<file path="config.mk">
export PLATFORM = sky130hd
export DESIGN_NAME = bb3_cmd_queue
export DESIGN_NICKNAME = d
export VERILOG_FILES = /design/src/rtl/bb3_pkg.sv /design/src/rtl/bb3_cmd_queue.sv
export SDC_FILE = /design/constraint.sdc
export NUM_CORES = 1
export LEC_CHECK = 0
export ABC_AREA = 1
export BUFFER_PORTS_ARGS = -buffer_cell sky130_fd_sc_hd__buf_4
export CORE_ASPECT_RATIO = 0.5
export CORE_MARGIN = 10
export CORE_UTILIZATION = 30
export DETAILED_ROUTE_END_ITERATION = 12
export GPL_TIMING_DRIVEN = 0
export SETUP_SLACK_MARGIN = 0.2
export SLEW_MARGIN = 20
export SYNTH_ARGS = -nofsm -noshare
export SYNTH_HDL_FRONTEND = slang
export SYNTH_SLANG_ARGS = --single-unit
</file>
<file path="constraint.sdc">
create_clock -name clk -period 5.25 [get_ports clk]
set_clock_uncertainty 0.2 [all_clocks]
set_input_delay 1.575 -clock clk [delete_from_list [all_inputs] [get_ports clk]]
set_output_delay 1.575 -clock clk [all_outputs]
set_load 0.02 [all_outputs]
</file>
<file path="src/rtl/bb3_pkg.sv">
// Package for the 3x3 box blur line stream unit.
// Holds sizes, codes, payload structs and the constants shared by all modules.
// Depends on nothing.
`timescale 1ns / 1ps
`default_nettype none

package bb3_pkg;

  // Largest line the line store holds.
  localparam int MAX_WIDTH = 1024;
  localparam int COL_W     = $clog2(MAX_WIDTH);
  // Width in use spans 3..MAX_WIDTH, so it needs one bit more than a column.
  localparam int W_W       = COL_W + 1;

  localparam int PIX_W     = 8;
  localparam int LS_W      = 2 * PIX_W;
  // Nine pixels of 255 sum to 2295.
  localparam int SUM_W     = 12;

  localparam int WIDTH_W   = 11;
  localparam logic [WIDTH_W-1:0] WIDTH_RESET = 11'd1024;
  localparam logic [WIDTH_W-1:0] MIN_WIDTH   = 11'd3;

  localparam logic [PIX_W-1:0] PIX_MAX = 8'd255;

  // Division by nine: floor(sum * 7282 / 2^16) is exact for sum below 2296.
  localparam int DIV9_SHIFT = 16;
  localparam int RECIP_W    = 13;
  localparam logic [RECIP_W-1:0] DIV9_RECIP = 13'd7282;
  localparam int PROD_W     = SUM_W + RECIP_W;

  // Configuration register indexes.
  localparam int CFG_IDX_W = 2;
  localparam logic [CFG_IDX_W-1:0] CFG_LINE_WIDTH = 2'd0;
  localparam logic [CFG_IDX_W-1:0] CFG_NORMALIZE  = 2'd1;

  // Command queue between front and back.
  localparam int CMDQ_DEPTH = 4;
  localparam int CMDQ_PTR_W = $clog2(CMDQ_DEPTH);
  localparam int CMDQ_CNT_W = $clog2(CMDQ_DEPTH + 1);

  // Result queue at the output.
  localparam int OUTQ_DEPTH = 4;
  localparam int OUTQ_PTR_W = $clog2(OUTQ_DEPTH);
  localparam int OUTQ_CNT_W = $clog2(OUTQ_DEPTH + 1);

  // Which input line of the stream is running.
  typedef enum logic [2:0] {
    PH_LINE0  = 3'b001,
    PH_LINE1  = 3'b010,
    PH_STEADY = 3'b100
  } phase_t;

  typedef struct packed {
    logic [PIX_W-1:0] pixel_in;
    logic             stream_end;
  } in_t;

  typedef struct packed {
    logic [PIX_W-1:0] pixel_out;
    logic             line_end;
    logic             stream_end_out;
  } out_t;

  // One classified word as the front hands it to the back.
  typedef struct packed {
    logic             is_end;
    logic [PIX_W-1:0] pix;
    logic [COL_W-1:0] col;
    logic             emit_a;  // one pixel result for the previous column
    logic             a_sum;   // that result carries the filtered value, else zero
    logic             emit_b;  // zero pixel that closes the output line
  } cmd_t;

  typedef struct packed {
    logic full;
    logic empty;
  } cmdq_stat_t;

  typedef struct packed {
    logic [COL_W-1:0] col;
    phase_t           phase;
  } front_stat_t;

  // Second back stage: the window sum and what to emit.
  typedef struct packed {
    logic             is_end;
    logic             emit_a;
    logic             a_sum;
    logic             emit_b;
    logic [SUM_W-1:0] sum;
  } exec_t;

endpackage

`default_nettype wire

</file>
<file path="src/rtl/bb3_cmd_queue.sv">
// Short command queue between the front and the back of the box blur.
// Register based, one push and one pop per cycle.
// Depends on bb3_pkg.
`timescale 1ns / 1ps
`default_nettype none

module bb3_cmd_queue (
  input  logic                clk,
  input  logic                rst_n,
  input  logic                push,
  input  bb3_pkg::cmd_t       push_cmd,
  input  logic                pop,
  output bb3_pkg::cmd_t       head,
  output bb3_pkg::cmdq_stat_t stat
);
  import bb3_pkg::*;

  cmd_t                  slot_r [CMDQ_DEPTH];
  logic [CMDQ_PTR_W-1:0] wr_r, wr_nxt, rd_r, rd_nxt;
  logic [CMDQ_CNT_W-1:0] cnt_r, cnt_nxt;

  assign head       = slot_r[rd_r];
  assign stat.full  = (cnt_r == CMDQ_CNT_W'(CMDQ_DEPTH));
  assign stat.empty = (cnt_r == '0);

  always_comb begin
    wr_nxt  = push ? wr_r + CMDQ_PTR_W'(1) : wr_r;
    rd_nxt  = pop ? rd_r + CMDQ_PTR_W'(1) : rd_r;
    cnt_nxt = cnt_r + CMDQ_CNT_W'(push) - CMDQ_CNT_W'(pop);
  end

  always_ff @(posedge clk) begin
    if (push) begin
      slot_r[wr_r] <= push_cmd;
    end
  end

  always_ff @(posedge clk) begin
    if (!rst_n) begin
      wr_r  <= '0;
      rd_r  <= '0;
      cnt_r <= '0;
    end else begin
      wr_r  <= wr_nxt;
      rd_r  <= rd_nxt;
      cnt_r <= cnt_nxt;
    end
  end

endmodule

`default_nettype wire

</file>
==> impl_results.md <==
* Outcome: completed
* Seq/Total Area, Yosys at 0.707
* Die ar. at 18,600 µm²
* Post-CTS Resized at 0
* Fmax at 0.294 GHz
* Starting DRT DRC Count at 75
* Number of global-route vias before repair at 2,483
* Slowest stage delay, CP at 0.39 ns
* Non-filler cells, final at 548
* Tmin final at 3.40 ns
* Clock Sinks at 97
* Area Growth Syn to Fin at 22.1%
* HP Class: reg -> reg
* CTS Hold Bufs at 0
* Routed wire per std cell at 14.7 µm
* Data arrival time of the critical path at 1.63 ns
* Core area at 12,800 µm²
* Largest net degree at the start of global routing at 23
* Detailed Route WL at 8070 µm
* WS Path Type: reg -> out
* RSZ-0062 raised after global routing: no
* Crit-path leading delay family: buffers and inverters
* TritonCTS clock tree: done
* CP required at 3.48 ns
* DP Area at 4570 µm²
* Multi-input gate area at 841 µm²
* Post-synthesis simple-gate area fraction at 0.0552
* Synth Register Bits at 97
* Fin crit share at 0.649
* Fraction of the mapped netlist area in adder cells at 0.0238
* H-Tree Level Count at 3
* Slew margin rel. at 0.317
* Synth cell types at 19
* Clk Latency, worst-skew pair at 0.34 ns
* Number of post-CTS setup repair buffers at 0
* Clk root buf: clkbuf_16
* Power Dens Cells at 366 nW/µm²
* Synth Area in Compound Gates at 0.132
* Reg area at 2820 µm²
* Post-Synthesis Cells at 313
* Final setup violation count at 0
* Yosys warning count at 0
* Dominant cell type by area after synthesis: edfxtp_1
* Total congestion overflow at 0
* Number of I/O port buffers at 49
* Layout fillers at 1,242
* Die height at 102 µm
* Post-DRT Antenna Nets at 0
* Via count at 2,373
* Slowest-stage cell, CP: clkbuf_1
* Syn Area/Cell at 12.8 µm²
* XOR/XNOR Fraction of Synth Area at 0
* Mux cell area share after synthesis at 0
* Share of the synthesized area in the top cell type at 0.662
* Synthesized Nets at 346
* Via/cell ratio at 4.33
* Crit. End Element: output pin
* Most frequent cells in the layout: edfxtp_1 (88), inv_1 (59), nand2_1 (54), buf_4 (50), a21oi_1 (28)
* Synth top area cells: edfxtp_1 (66%), inv_1 (5.6%), o211ai_2 (5.6%)
* Max_cap viols at 0
* Pleak at 1.93 nW
* Post-Syn Area at 3990 µm²
* Num CTS Buffers at 9
* First-pass GRT wire length at 12,700 µm
* Post-layout nets at 406
* Final setup TNS at 0 ns
* CP Launch Type: register
* Worst-Margin Slew at 1.02 ns
* Total GRT Usage at 0.0887
* Cell Rows at 29
* Reg clk slew, reported paths at 0.07 ns
* Most common cell after layout, fill and taps aside: edfxtp_1
* Fin. Hold Viols at 0
* Placed cell count at 532
* Max FO, Critical Path at 10
* # IOs at 50
* # diodes at 0
* Post-Layout Inst Area at 4870 µm²
* DR pass1 iterations at 5
* Routability Congestion at 0.693
* Layout cells sized above 1 at 0.254
* CTS Buffer Depth at 2
* Initial antenna violation count at 0
* CP bufs+invs at 3
* # DRC at 0
* Starting Density at 0.311
* Slew Viols, Final at 0
* Die width at 183 µm
* Cells along the critical path: buf_6 > clkbuf_1 > o21ai_0 > nand2_1 > buf_4
* Main combinational cell family by area after synthesis: compound AO/OA/AOI/OAI gates
* Maximum vdd drop at 0.146 mV
* HPWL after DPL at 5230 µm
layer usage:
| layer | part of all wire | global-route usage | routed length, µm |
|---|---|---|---|
| met1 | 0.43 | 0.0952 | 3440 |
| met2 | 0.52 | 0.161 | 4200 |
| met3 | 0.039 | 0.0293 | 312 |
| met4 | 0.014 | 0.0357 | 111 |
| met5 | 0 | 0 | 0 |
kinds of logic (layout without fill, tap and decap cells):
kind of cell    Yosys count  count (layout)
simple gates             58              58
flops                    97              97
fa+ha+maj                 7               7
buf+inv                  75             140
compound gates           76              76
cells in the mapped netlist:
cell / instances
edfxtp_1: 88
inv_1: 60
nand2_1: 54
a21oi_1: 28
o21ai_0: 24
o211ai_2: 18
dfxtp_1: 9
buf_2: 7
ha_1: 6
buf_6: 4
o211ai_1: 4
clkbuf_1: 2
nor2_1: 2
o21ai_1: 2
buf_4: 1
clkbuf_4: 1
fa_1: 1
nand3_1: 1
nor3_1: 1
power breakdown:
group          internal (W)  switching [W]  total [W]
registers          0.000883      0.0000113   0.000894
clock network      0.000372       0.000278   0.000650
logic             0.0000902       0.000151   0.000242
total               0.00134       0.000440    0.00179
worst register-to-register path, stage by stage (launching register included):
cell and delay (ns):
dfxtp_1 0.33, ha_1 0.19, nand2_1 0.06, clkinv_1 0.78
metrics by stage:
| stage | total power [W] | utilization | setup slack, ns | hold WS [ns] |
|---|---|---|---|---|
| 4_1_cts | 0.00180 | 0.380 | 1.83 | 0.281 |
| 6_report | 0.00179 | 0.380 | 1.85 | 0.284 |
| 3_3_place_gp | 0.00116 | 0.356 | 2.08 | 0.249 |
| 3_5_place_dp | 0.00116 | 0.356 | 2.08 | 0.269 |
| 2_1_floorplan | 0.00105 | - | 2.34 | 0.236 |
| 5_1_grt | 0.00186 | 0.380 | 1.69 | 0.314 |
state kept, by name, indices dropped and copies added, names as in the netlist, named ones only:
register  flops
rd_r          2
wr_r          2
slot_r       88
cnt_r         3
final timing paths:
| check | from | end | slack [ns] | cells after the start |
|---|---|---|---|---|
| max | register | head[7] | 1.85 | 5 |
| min | rd_r[1]$_SDFFE_PN0P_ | rd_r[1]$_SDFFE_PN0P_ | 0.28 | 2 |
| max reg2reg | wr_r[0]$_SDFFE_PN0P_ | slot_r[3][8]$_DFFE_PP_ | 3.12 | 3 |
| min reg2reg | rd_r[1]$_SDFFE_PN0P_ | rd_r[1]$_SDFFE_PN0P_ | 0.28 | 2 |
layout make-up:
cell class	count	area share
clock inverter	7	0.0159
tap	170	0.0436
buffer	15	0.0210
sequential	97	0.579
clock buffer	9	0.0462
inverter	60	0.0462
multi-input combinational	141	0.172
timing repair buffer	49	0.0755
Note: power is estimated with default switching activity, not from simulation.
