$ cat src/rtl/bb3_pkg.sv
// Package for the 3x3 box blur line stream unit.
// Holds sizes, codes, payload structs and the constants shared by all modules.
// Depends on nothing.
`timescale 1ns / 1ps
`default_nettype none

package bb3_pkg;

  // Largest line the line store holds.
  localparam int MAX_WIDTH = 1024;
  localparam int COL_W     = $clog2(MAX_WIDTH);
  // Width in use spans 3..MAX_WIDTH, so it needs one bit more than a column.
  localparam int W_W       = COL_W + 1;

  localparam int PIX_W     = 8;
  localparam int LS_W      = 2 * PIX_W;
  // Nine pixels of 255 sum to 2295.
  localparam int SUM_W     = 12;

  localparam int WIDTH_W   = 11;
  localparam logic [WIDTH_W-1:0] WIDTH_RESET = 11'd1024;
  localparam logic [WIDTH_W-1:0] MIN_WIDTH   = 11'd3;

  localparam logic [PIX_W-1:0] PIX_MAX = 8'd255;

  // Division by nine: floor(sum * 7282 / 2^16) is exact for sum below 2296.
  localparam int DIV9_SHIFT = 16;
  localparam int RECIP_W    = 13;
  localparam logic [RECIP_W-1:0] DIV9_RECIP = 13'd7282;
  localparam int PROD_W     = SUM_W + RECIP_W;

  // Configuration register indexes.
  localparam int CFG_IDX_W = 2;
  localparam logic [CFG_IDX_W-1:0] CFG_LINE_WIDTH = 2'd0;
  localparam logic [CFG_IDX_W-1:0] CFG_NORMALIZE  = 2'd1;

  // Command queue between front and back.
  localparam int CMDQ_DEPTH = 4;
  localparam int CMDQ_PTR_W = $clog2(CMDQ_DEPTH);
  localparam int CMDQ_CNT_W = $clog2(CMDQ_DEPTH + 1);

  // Result queue at the output.
  localparam int OUTQ_DEPTH = 4;
  localparam int OUTQ_PTR_W = $clog2(OUTQ_DEPTH);
  localparam int OUTQ_CNT_W = $clog2(OUTQ_DEPTH + 1);

  // Which input line of the stream is running.
  typedef enum logic [2:0] {
    PH_LINE0  = 3'b001,
    PH_LINE1  = 3'b010,
    PH_STEADY = 3'b100
  } phase_t;

  typedef struct packed {
    logic [PIX_W-1:0] pixel_in;
    logic             stream_end;
  } in_t;

  typedef struct packed {
    logic [PIX_W-1:0] pixel_out;
    logic             line_end;
    logic             stream_end_out;
  } out_t;

  // One classified word as the front hands it to the back.
  typedef struct packed {
    logic             is_end;
    logic [PIX_W-1:0] pix;
    logic [COL_W-1:0] col;
    logic             emit_a;  // one pixel result for the previous column
    logic             a_sum;   // that result carries the filtered value, else zero
    logic             emit_b;  // zero pixel that closes the output line
  } cmd_t;

  typedef struct packed {
    logic full;
    logic empty;
  } cmdq_stat_t;

  typedef struct packed {
    logic [COL_W-1:0] col;
    phase_t           phase;
  } front_stat_t;

  // Second back stage: the window sum and what to emit.
  typedef struct packed {
    logic             is_end;
    logic             emit_a;
    logic             a_sum;
    logic             emit_b;
    logic [SUM_W-1:0] sum;
  } exec_t;

endpackage

`default_nettype wire

$ cat src/rtl/bb3_front.sv
// Front of the box blur: accepts input words and classifies them.
// Tracks column and line phase and pushes commands into the command queue.
// Depends on bb3_pkg.
`timescale 1ns / 1ps
`default_nettype none

module bb3_front (
  input  logic                         clk,
  input  logic                         rst_n,
  input  logic                         in_valid,
  output logic                         in_stall,
  input  bb3_pkg::in_t                 in_data,
  input  logic [bb3_pkg::WIDTH_W-1:0]  line_width,
  input  bb3_pkg::cmdq_stat_t          q_stat,
  output logic                         q_push,
  output bb3_pkg::cmd_t                q_cmd,
  output bb3_pkg::front_stat_t         stat
);
  import bb3_pkg::*;

  logic [COL_W-1:0] col_r, col_nxt;
  phase_t           phase_r, phase_nxt;
  logic [W_W-1:0]   w_use;
  logic             last;
  logic             accept;

  // Width in use, clamped to the range the line store supports.
  always_comb begin
    if (line_width < MIN_WIDTH) begin
      w_use = W_W'(MIN_WIDTH);
    end else if (32'(line_width) > 32'(MAX_WIDTH)) begin
      w_use = W_W'(MAX_WIDTH);
    end else begin
      w_use = W_W'(line_width);
    end
  end

  assign last     = (W_W'(col_r) + W_W'(1)) >= w_use;
  assign in_stall = q_stat.full;
  assign accept   = in_valid && !in_stall;
  assign q_push   = accept;

  always_comb begin
    q_cmd.is_end = in_data.stream_end;
    q_cmd.pix    = in_data.pixel_in;
    q_cmd.col    = col_r;
    q_cmd.emit_a = (phase_r != PH_LINE0) && (col_r != '0);
    q_cmd.a_sum  = (phase_r == PH_STEADY) && (col_r >= COL_W'(2));
    q_cmd.emit_b = (phase_r != PH_LINE0) && last;
  end

  always_comb begin
    col_nxt   = col_r;
    phase_nxt = phase_r;
    if (accept) begin
      priority if (in_data.stream_end) begin
        col_nxt   = '0;
        phase_nxt = PH_LINE0;
      end else if (last) begin
        col_nxt = '0;
        unique case (phase_r)
          PH_LINE0:  phase_nxt = PH_LINE1;
          PH_LINE1:  phase_nxt = PH_STEADY;
          PH_STEADY: phase_nxt = PH_STEADY;
          default:   phase_nxt = PH_LINE0;
        endcase
      end else begin
        col_nxt = col_r + COL_W'(1);
      end
    end
  end

  always_ff @(posedge clk) begin
    if (!rst_n) begin
      col_r   <= '0;
      phase_r <= PH_LINE0;
    end else begin
      col_r   <= col_nxt;
      phase_r <= phase_nxt;
    end
  end

  assign stat.col   = col_r;
  assign stat.phase = phase_r;

endmodule

`default_nettype wire

$ cat config.mk
export PLATFORM = sky130hd
export DESIGN_NAME = bb3_front
export DESIGN_NICKNAME = d
export VERILOG_FILES = /design/src/rtl/bb3_pkg.sv /design/src/rtl/bb3_front.sv
export SDC_FILE = /design/constraint.sdc
export NUM_CORES = 1
export LEC_CHECK = 0
export ABC_CLOCK_PERIOD_IN_PS = 5510
export BUFFER_PORTS_ARGS = -buffer_cell sky130_fd_sc_hd__buf_2
export CORE_ASPECT_RATIO = 0.9
export CORE_MARGIN = 2
export CORE_UTILIZATION = 49
export DETAILED_ROUTE_END_ITERATION = 8
export GPL_ROUTABILITY_DRIVEN = 1
export PLACE_DENSITY = 0.85
export SLEW_MARGIN = 20
export SYNTH_ARGS = -nofsm -noshare
export SYNTH_HDL_FRONTEND = slang
export SYNTH_SLANG_ARGS = --single-unit
$ cat constraint.sdc
create_clock -name clk -period 5.51 [get_ports clk]
set_input_delay 0.2755 -clock clk [delete_from_list [all_inputs] [get_ports clk]]
set_output_delay 0.2755 -clock clk [all_outputs]
set_load 0.1 [all_outputs]
==> results by group <==
Worst setup path
  • CP max FO: 7
  • Startpoint type of the worst setup path: flip-flop
  • Kind of critical path: reg2out
  • Arrival time at the worst endpoint: a little over 3000 ps
  • CP Launch Point: col_r[0]$_SDFFE_PN0P_
  • CP endpoint kind: output pin
  • Startpoint of the lowest-slack register-to-register path: col_r[0]$_SDFFE_PN0P_
  • Required @ worst endpoint: 5230 ps

STA
  • Setup-failing EPs final: 0
  • Transition at the pin with the smallest max-transition slack: a little under 500 ps
  • Max Slew Vio Count: 0
  • Share of the clock period used by the worst path after layout: about three fifths
  • Worst clock skew: 3.27 ps
  • Highest clock rate: slightly below 300 MHz
  • Fin crit period: roughly 3400 ps
  • Hold Fails Final Rpt: 0
  • Final TNS setup: 0 ps
  • Setup repair after global routing missed its margin: false
  • Max_slew headroom: a little under 70%
  • Final worst slack: around 2100 ps

Finish
  • Layout Utilization: between 50% and 60%
  • Diodes inserted: 0
  • Fill cell count: ~260
  • Share of cells above drive strength 1: approximately 32%
  • Synth-to-Final Area Change: 10.2%
  • Nets: approximately 220

Yosys
  • Synthesized netlist net count: a little under 200
  • Area contributors post-synth: dfxtp_1, ha_1, buf_4
  • Count of cell types in the netlist: 37
  • Netlist area before placement: 1240 um2
  • Post-synthesis sequential area ratio: about a fifth
  • Most used flip-flop cell after synthesis: dfxtp_1
  • Synth Instances: 156
  • Post-synth top area cell: dfxtp_1
  • Most instantiated cells after synthesis: nand2_1, buf_4, nor2_1
  • Post-synth EDFFs: 0
  • Flip-flop and latch count after synthesis: 13
  • Count leader, synth: nand2_1
  • Yosys warning total: 0
  • Average cell area after synthesis: 7.94 um2
  • Share of synthesized registers carrying an async set or reset: 0%
  • Fraction of synthesized cell area taken by the top area cell type: 21.0%

Clock network
  • Root buffer selected by CTS: clkbuf_4
  • Source-to-sink clock delay at the later pin of the worst-skew pair: 290 ps
  • CTS clk-pin slew, worst paths: ~90 ps
  • Count of buffers added by post-CTS timing repair for setup: 0
  • Count of instances resized after the clock tree is built: 0
  • Clock tree from TritonCTS: built
  • Number of buffers inserted during clock tree synthesis: 3
  • Number of buffers between clock root and the deepest sink: 2
  • Hold buffer count at CTS: 0
  • H-tree depth: 1
  • Count of clock tree sinks: 13

Floorplanning
  • Number of placement rows: 17
  • Core outline area: 2420 um2
  • Starting Density: between 50% and 60%
  • Chip Width: between 50 and 60 um
  • IO Count: between 60 and 70
  • Full die area: roughly 3000 um2
  • Height of the chip: 51.7 um

Placement
  • Final weighted congestion in routability-driven placement: just under 0.9
  • Number of buffer cells added on primary ports: 44
  • Detailed-placement wirelength estimate: around 2000 um
  • Worst setup slack after placement: between 2000 and 2500 ps

Power and ir drop
  • Power density of the placed cells: between 150 and 200 nW/um2
  • Leakage component of the power: a little over 0.0007 uW
  • Worst voltage drop across the vdd grid: between 100 and 150 uV

Detailed routing
  • Final routed DRC violation total: 0
  • WL/cell: ~12 um
  • DRT antenna net count: 0
  • DRT iter0 DRCs: 17
  • Total wire length after detailed routing: between 2000 and 2500 um
  • Total number of vias: 1102
  • Via density per instance: 5.22
  • First-pass iteration count of the detailed router: 4

Global routing
  • Pin count of the biggest net entering global routing: 11
  • First-pass GRT wire length: approximately 4100 um
  • Total global-route track usage: between 10% and 20%
  • Initial antenna violation count: 0
  • Overflow after GRT: 0
  • Vias in the first global route: approximately 960

Min path
  • Tightest Hold Check Type: in2reg
  • Worst hold start: rst_n

Run
  • Max cap viols: 0

Status
  • Run status: finished clean
[kinds of logic after synthesis]
family | share of synthesized area [%]
simple gates | 25.6
fa+ha+maj | 14.1
flops | 21.0
compound gates | 10.8
buf+inv | 14.3
mux | 2.83
xor+xnor | 11.3
[where the power goes]
| part | switching [uW] | internal [uW] | leakage [uW] |
|---|---|---|---|
| Combinational | 45.3 | 15.7 | 0.000591 |
| Sequential | 2.63 | 95.3 | 0.000105 |
| Clock | 36.0 | 28.2 | 0.0000150 |
| Total | 83.9 | 139 | 0.000712 |
[worst max-delay path, stage by stage, from the launching register on]
cell      delay (ps)
dfxtp_1          500
ha_1             280
nand3_2          140
nor2_2           200
and3_1           240
xor2_1            90
ha_1             300
nand2_1           80
nor4_2           300
a221oi_2         130
nor2_1           110
buf_2            430
[layout by cell type (no fill, tap or decap), drive strengths merged]
master   n
o21ai    5
nor3     1
and3     2
o21a     1
inv      5
ha      14
nor2    18
a221oi   1
a21o     1
nand2   25
clkinv   1
a31oi    1
nor3b    2
nor4b    1
xnor2    8
mux2     1
nor2b    2
o31ai    1
dfxtp   13
nand3    3
nand2b   1
a21oi    8
and2     2
mux2i    2
o311a    1
buf     44
xor2     8
a21boi   1
clkbuf   4
nor4     6
[stage by stage]
stage                     cell area, um2  power [uW]  hold WS (ps)  cells
after floorplan                     1240         176           347    156
after global placement              1340         160           504    207
after detailed placement            1340         161           515    207
after CTS                           1370         225           202    211
after global routing                1370         233           209    211
final                               1370         223           210    211
[sequential cells by signal (all words and copies together), names as in the netlist]
signal and flops:
col_r 10, phase_r 3
[layer usage]
layer	part of all wire (%)	track usage, %	vias to the layer above
met5	0	0	-
met2	48	30.3	29
met4	0.64	4.65	0
met3	5.6	5.22	2
met1	45	22.6	508
li1	-	-	563
[final cells by class]
type / count / area [um2] / area share, %
Timing Repair Buffer: 44 / 220 / 16.1
Inverter: 6 / 22.5 / 1.65
Tap cell: 28 / 35.0 / 2.57
Multi-Input combinational cell: 116 / 801 / 58.7
Clock buffer: 4 / 26.3 / 1.92
Sequential cell: 13 / 260 / 19.1
[final timing paths]
kind	end	slack [ps]	cells past startpoint
min	phase_r[0]$_SDFFE_PN1P_	210	2
max	q_cmd[0]	2140	11
max reg2reg	phase_r[2]$_SDFFE_PN0P_	2400	12
min reg2reg	col_r[1]$_SDFFE_PN0P_	590	2
Power figures use the tool's default switching activity.
